<file path="src/hsb2rgb_pkg.sv">
// Shared constants and types for the HSB to RGB converter.
`default_nettype none

package hsb2rgb_pkg;

  // Fraction bits of hue, saturation and brightness; 1.0 is 2**FRAC_BITS.
  localparam int FRAC_BITS = 16;
  localparam int HUE_W     = FRAC_BITS;
  localparam int SAT_W     = FRAC_BITS + 1;
  localparam int H6_W      = FRAC_BITS + 3;
  localparam int PROD_W    = 2 * FRAC_BITS + 1;
  localparam int ROUND_W   = PROD_W + 8;
  localparam int ALPHA_W   = 8;
  localparam int COLOR_W   = 32;

  localparam logic [SAT_W-1:0]   ONE        = {1'b1, {FRAC_BITS{1'b0}}};
  localparam logic [ALPHA_W-1:0] ALPHA_RST  = 8'hFF;
  localparam logic [ROUND_W-1:0] ROUND_HALF = ROUND_W'(1) << (2 * FRAC_BITS - 1);

  // The six hue sectors, named by the primaries they run between.
  typedef enum logic [2:0] {
    SEC_R_TO_Y = 3'd0,
    SEC_Y_TO_G = 3'd1,
    SEC_G_TO_C = 3'd2,
    SEC_C_TO_B = 3'd3,
    SEC_B_TO_M = 3'd4,
    SEC_M_TO_R = 3'd5
  } sector_t;

endpackage

`default_nettype wire

</file>
<file path="src/hsb_to_rgb_converter_unit.sv">
// Top level of the pipelined HSB to RGB converter.
`default_nettype none

// The converter takes one hue, saturation and brightness item per clock and
// returns one packed RGBA word per item, in the order the items came in. busy
// is low whenever the block is out of reset, so an item can be issued on every
// cycle with start. Each result appears for exactly one cycle with out_valid
// high; the receiver must take it then, since nothing can hold it back.
// Each item passes through the stage chain: hue sector split, the two
// saturation-times-fraction multipliers, the three brightness multipliers,
// the per-sector channel select, and the final scaling by 255 with round
// half up. Saturation and brightness above 1.0 are clamped to 1.0. The alpha
// byte comes from a register written through the cfg_ port; it resets to 255
// and should only be changed while no item is in flight, because it is placed
// into the result as it leaves the block.
module hsb_to_rgb_converter_unit
  import hsb2rgb_pkg::*;
(
  input  wire logic               clk,
  input  wire logic               rst_n,
  // Input item channel.
  input  wire logic               start,
  output logic                    busy,
  input  wire logic [HUE_W-1:0]   in_hue_fraction,
  input  wire logic [SAT_W-1:0]   in_saturation,
  input  wire logic [SAT_W-1:0]   in_brightness,
  // Result channel.
  output logic                    out_valid,
  output logic [COLOR_W-1:0]      out_packed_color,
  // Alpha register write channel.
  input  wire logic               cfg_valid,
  output logic                    cfg_ready,
  input  wire logic [ALPHA_W-1:0] cfg_data
);

  // Scales a Q.(2*FRAC_BITS) channel value by 255, rounds half up and
  // clamps to a byte.
  function automatic logic [7:0] to_byte(input logic [PROD_W-1:0] v);
    logic [ROUND_W-1:0] scaled;
    logic [8:0]         whole;
    scaled = {v, 8'b0} - {8'b0, v} + ROUND_HALF;
    whole  = scaled[ROUND_W-1:2*FRAC_BITS];
    return (whole > 9'd255) ? 8'hFF : whole[7:0];
  endfunction

  logic accept;
  assign busy      = ~rst_n;
  assign cfg_ready = rst_n;
  assign accept    = start & ~busy;

  // Alpha register.
  logic [ALPHA_W-1:0] alpha_r;
  always_ff @(posedge clk) begin
    if (!rst_n) begin
      alpha_r <= ALPHA_RST;
    end else if (cfg_valid && cfg_ready) begin
      alpha_r <= cfg_data;
    end
  end

  // Valid bits travel alongside the data through every stage.
  logic v1_r, v2_r, v3_r, v4_r, out_valid_r;
  always_ff @(posedge clk) begin
    if (!rst_n) begin
      v1_r        <= 1'b0;
      v2_r        <= 1'b0;
      v3_r        <= 1'b0;
      v4_r        <= 1'b0;
      out_valid_r <= 1'b0;
    end else begin
      v1_r        <= accept;
      v2_r        <= v1_r;
      v3_r        <= v2_r;
      v4_r        <= v3_r;
      out_valid_r <= v4_r;
    end
  end

  // Stage 1: multiply the hue by six, split it into a sector and a fraction
  // within the sector, and clamp saturation and brightness to 1.0.
  logic [H6_W-1:0]      h6;
  logic [SAT_W-1:0]     s_sat, b_sat;
  sector_t              sec1_r;
  logic [FRAC_BITS-1:0] f1_r;
  logic [SAT_W-1:0]     s1_r, b1_r;

  assign h6    = ({3'b000, in_hue_fraction} << 2) + ({3'b000, in_hue_fraction} << 1);
  assign s_sat = (in_saturation > ONE) ? ONE : in_saturation;
  assign b_sat = (in_brightness > ONE) ? ONE : in_brightness;

  always_ff @(posedge clk) begin
    sec1_r <= sector_t'(h6[H6_W-1:FRAC_BITS]);
    f1_r   <= h6[FRAC_BITS-1:0];
    s1_r   <= s_sat;
    b1_r   <= b_sat;
  end

  // Stage 2: S*f and S*(1-f), truncated back to FRAC_BITS fraction bits.
  logic [PROD_W-1:0] sf_full, sg_full;
  logic [SAT_W-1:0]  one_minus_f;
  sector_t           sec2_r;
  logic [SAT_W-1:0]  sf2_r, sg2_r, oms2_r, b2_r;

  assign one_minus_f = ONE - {1'b0, f1_r};
  assign sf_full     = PROD_W'(s1_r) * PROD_W'(f1_r);
  assign sg_full     = PROD_W'(s1_r) * PROD_W'(one_minus_f);

  always_ff @(posedge clk) begin
    sec2_r <= sec1_r;
    sf2_r  <= sf_full[2*FRAC_BITS:FRAC_BITS];
    sg2_r  <= sg_full[2*FRAC_BITS:FRAC_BITS];
    oms2_r <= ONE - s1_r;
    b2_r   <= b1_r;
  end

  // Stage 3: p, q and t at full precision; brightness widened to match.
  logic [SAT_W-1:0]  one_minus_sf, one_minus_sg;
  sector_t           sec3_r;
  logic [PROD_W-1:0] p3_r, q3_r, t3_r, vb3_r;

  assign one_minus_sf = ONE - sf2_r;
  assign one_minus_sg = ONE - sg2_r;

  always_ff @(posedge clk) begin
    sec3_r <= sec2_r;
    p3_r   <= PROD_W'(b2_r) * PROD_W'(oms2_r);
    q3_r   <= PROD_W'(b2_r) * PROD_W'(one_minus_sf);
    t3_r   <= PROD_W'(b2_r) * PROD_W'(one_minus_sg);
    vb3_r  <= {b2_r, {FRAC_BITS{1'b0}}};
  end

  // Stage 4: route p, q, t and brightness to the channels by sector.
  logic [PROD_W-1:0] rv_nxt, gv_nxt, bv_nxt;
  logic [PROD_W-1:0] rv4_r, gv4_r, bv4_r;

  always_comb begin
    case (sec3_r)
      SEC_R_TO_Y: begin
        rv_nxt = vb3_r; gv_nxt = t3_r;  bv_nxt = p3_r;
      end
      SEC_Y_TO_G: begin
        rv_nxt = q3_r;  gv_nxt = vb3_r; bv_nxt = p3_r;
      end
      SEC_G_TO_C: begin
        rv_nxt = p3_r;  gv_nxt = vb3_r; bv_nxt = t3_r;
      end
      SEC_C_TO_B: begin
        rv_nxt = p3_r;  gv_nxt = q3_r;  bv_nxt = vb3_r;
      end
      SEC_B_TO_M: begin
        rv_nxt = t3_r;  gv_nxt = p3_r;  bv_nxt = vb3_r;
      end
      default: begin
        rv_nxt = vb3_r; gv_nxt = p3_r;  bv_nxt = q3_r;
      end
    endcase
  end

  always_ff @(posedge clk) begin
    rv4_r <= rv_nxt;
    gv4_r <= gv_nxt;
    bv4_r <= bv_nxt;
  end

  // Stage 5: scale each channel to a byte and hold the result for one cycle.
  logic [23:0] rgb_r;
  always_ff @(posedge clk) begin
    rgb_r <= {to_byte(rv4_r), to_byte(gv4_r), to_byte(bv4_r)};
  end

  assign out_valid        = out_valid_r;
  assign out_packed_color = {rgb_r, alpha_r};

  // Every accepted item leaves the block as a result.
  a_item_leaves: assert property (@(posedge clk) disable iff (!rst_n)
    accept |-> ##5 out_valid)
    else $error("accepted item did not produce a result after five cycles");

  // No result without a matching accepted item.
  a_no_phantom: assert property (@(posedge clk) disable iff (!rst_n)
    out_valid |-> $past(accept, 5))
    else $error("result strobe without a matching accepted item");

  // Zero saturation at full brightness is white: every channel byte is 255,
  // whatever the hue.
  a_white: assert property (@(posedge clk) disable iff (!rst_n)
    (accept && in_brightness >= ONE && in_saturation == '0) |->
      ##5 (out_packed_color[31:8] == 24'hFFFFFF))
    else $error("zero saturation at full brightness did not give white");

endmodule

`default_nettype wire

</file>
<file path="config.mk">
export PLATFORM = sky130hd
export DESIGN_NAME = hsb_to_rgb_converter_unit
export DESIGN_NICKNAME = d
export VERILOG_FILES = /design/src/hsb2rgb_pkg.sv /design/src/hsb_to_rgb_converter_unit.sv
export SDC_FILE = /design/constraint.sdc
export NUM_CORES = 2
export LEC_CHECK = 0
export ABC_CLOCK_PERIOD_IN_PS = 8600
export BUFFER_PORTS_ARGS = -buffer_cell sky130_fd_sc_hd__buf_4
export CORE_MARGIN = 5
export CORE_UTILIZATION = 46
export DETAILED_ROUTE_END_ITERATION = 8
export PLACE_DENSITY_LB_ADDON = 0.12
export SYNTH_ARGS = -nofsm -noshare
export SYNTH_HDL_FRONTEND = slang
export SYNTH_SLANG_ARGS = --single-unit
</file>
<file path="constraint.sdc">
create_clock -name clk -period 8.6 [get_ports clk]
set_input_delay 2.15 -clock clk [delete_from_list [all_inputs] [get_ports clk]]
set_output_delay 2.15 -clock clk [all_outputs]
set_load 0.005 [all_outputs]
</file>
==> reports/metrics.yaml <==
worst_setup_path:
  worst_ep_arrival_time_ns: 8.37
  path_max_fanout: 19
  worstSetupPathType: "flip-flop to flip-flop"
  cp-end-kind: "flip-flop"
  critPathRequiredTime_ns: 9.09
  startpoint_type: "flip-flop"
synth:
  ys.flop_type: "dfxtp_1"
  synthesis.nets: 8755
  synth_edf_count: 0
  synth_area_leaders: "fa_1, ha_1, dfxtp_1"
  synth.most_common_cell: "inv_1"
  netlist-cell-type-count: 84
  synth-seq-cells: 378
  netlist_area_mm2: 0.0614
  yosys-top-cells-count: "inv_1, fa_1, nand2_1, ha_1, and2_1"
  ys_warn_count: 0
  synth_top_area_frac: 0.349
  synth.largest_area_cell: "fa_1"
  synth.avg_cell_area_um2: 8.89
  syn_inst: 6906
  ys_async_sr_fraction: 0
  yosysSeqAreaShare: 0.123
min_path:
  hold_path.class: "flip-flop to flip-flop"
layout:
  multiInputGateArea_mm2: 0.0472
  nets: 8720
  area_delta_synth_final_pct: 7.37
  layout-drive-gt1-share: 0.0578
  fillers: 12808
  seq_area_mm2: 0.00760
global_routing:
  grt_pass1_wl_um: 267000
  first_global_vias: 47787
  grt_max_degree: 91
  grt_overflow: 0
  antenna_found_initial: 3
  grtUsageTotal: 0.240
route:
  drt-total-wl_um: 165000
  dr.pass1.iters: 6
  vias: 44785
  drt-initial-drc-count: 2324
  drc: 0
  vias_per_cell: 5.16
  antenna_left: 0
  wire_per_inst_um: 19.0
placement:
  portBuffers: 96
  globalplace.congestion: 0.923
  dp_hpwl_um: 135000
status:
  status: "completed"
clock_tree:
  cts_tree: "yes"
  cts_root_buf: "clkbuf_16"
  cts_made_buffers: 46
  ctsLongestPathBuffers: 3
  cts_setup_buffers: 0
  h-tree-depth: 2
  cts_num_sinks: 378
  path_clk_slew_ns: 0.06
  postCtsHoldBufs: 0
  clkLatencyLatePin_ns: 0.61
die:
  die-area_mm2: 0.141
  row_count: 134
  fp.dieW_um: 375
  die_h_um: 375
  io_pins: 97
  start_util: 0.462
  core_area_mm2: 0.133
timing:
  relSlewSlack: 0.117
  hold_viol: 0
  finClkSkew_ns: 0.0434
  setup_tns_ns: 0
  worst_pin_slew_ns: 1.32
  setup_violations: 0
  slew_viol_final: 0
  period_share: 0.917
  fin_crit_ns: 7.88
  fmax_mhz: 127
  rsz0062_at_grt: "no"
run:
  drv_cap: 0
## registers in the layout (all words and copies together) (netlist names), 8 cells and up
| register | cells |
|---|---|
| rv4_r | 33 |
| s1_r | 17 |
| oms2_r | 17 |
| vb3_r | 17 |
| bv4_r | 33 |
| f1_r | 15 |
| b1_r | 17 |
| q3_r | 33 |
| alpha_r | 8 |
| b2_r | 17 |
| rgb_r | 24 |
| sf2_r | 17 |
| gv4_r | 33 |
| p3_r | 33 |
| t3_r | 33 |
| sg2_r | 17 |
## layout by cell type, fill, tap and decap left out, drive strengths merged, types with 15 or more instances in the layout
master  Yosys  routed
a211oi     37      37
a21o       57      57
a21oi     156     156
a222oi     16      16
a22o       18      18
a22oi      51      51
a31oi      16      16
and2      535     535
and3       38      38
buf        19     237
clkbuf    301      55
dfxtp     378     378
fa       1069    1069
ha        718     718
inv      1446    1457
mux2       32      32
mux2i      62      62
nand2    1003    1003
nand2b     22      22
nand3      45      45
nand4      21      21
nor2      148     148
nor2b      68      68
nor3       53      53
nor4       25      25
o211ai     18      18
o21a       23      23
o21ai     173     173
o21bai     18      18
or3        15      15
xnor2     135     135
xor2       64      64
## path summary, 6_finish.rpt
path,start,slack (ns),end,depth (start not counted)
worst max-delay path,sg2_r[0],0.72,t3_r[32],26
worst min-delay path,b1_r[5],0.32,b2_r[5],0
worst max register to register,sg2_r[0],0.72,t3_r[32],26
worst min register to register,b1_r[5],0.32,b2_r[5],0
## kinds of logic after synthesis
logic type,Yosys count,share of synthesized area
xor gates and xnor gates,199,0.0285
adders and majority gates,1787,0.495
muxes,94,0.0160
AOI/OAI and AO/OA,666,0.0709
and+or+nand+nor,2016,0.158
DFF,378,0.123
buffers and inverters,1766,0.108
## routing by layer
layer  part of all wire  global-route usage  up-vias  wire [um]
met5            0.00011                   0        -         18
met4              0.040              0.0775        2       6600
met3              0.049              0.0285      225       8020
met2               0.47               0.407      965      77900
met1               0.44               0.321    22510      72400
li1                   -                   -    21083          -
## critical path, stage by stage (launching register included)
cell      delay, ns
dfxtp_1        0.55
inv_1          0.15
ha_1           0.19
nor3b_1        0.30
nand2_1        0.16
or3_4          0.39
nor4_2         0.26
xor2_1         0.58
and2_1         0.24
fa_1           0.43
fa_1           0.46
fa_1           0.51
fa_1           0.43
fa_1           0.49
inv_1          0.05
fa_1           0.47
inv_1          0.04
ha_1           0.33
a21o_1         0.18
a21o_1         0.17
a221oi_1       0.32
o22ai_1        0.17
a311oi_1       0.36
o21a_1         0.21
o21bai_1       0.08
a21oi_1        0.17
xnor2_1        0.07
## cell type report
class / count / area share
multi-input cells: 4762 / 0.716
diodes: 2 / 0.0000760
clock buffers: 55 / 0.0191
well taps: 1768 / 0.0336
clock inverters: 28 / 0.00539
repair buffers: 237 / 0.0280
inverters: 1446 / 0.0824
flip-flops and latches: 378 / 0.115
## stage by stage
stage / std cells / setup slack [ns] / utilization / instance area, um2 / hold slack (ns)
floorplan: 6906 / 1.17 / - / 61400 / 0.310
detailed placement: 8591 / 0.556 / 0.483 / 64300 / 0.312
finish: 8676 / 0.718 / 0.496 / 65900 / 0.322
CTS: 8674 / 0.551 / 0.496 / 65900 / 0.321
global route: 8674 / 0.164 / 0.496 / 65900 / 0.321
global placement: 8591 / 0.719 / 0.483 / 64300 / 0.310
## what timing repair did
item,4_1_cts,5_1_grt
gates resized for setup,0,1
endpoints found under the hold margin,0,0
endpoints found under the setup margin,0,1
Power is left out: the tool's default activity adds up to more than one toggle a clock period on the data nets, which glitch-free logic cannot reach.
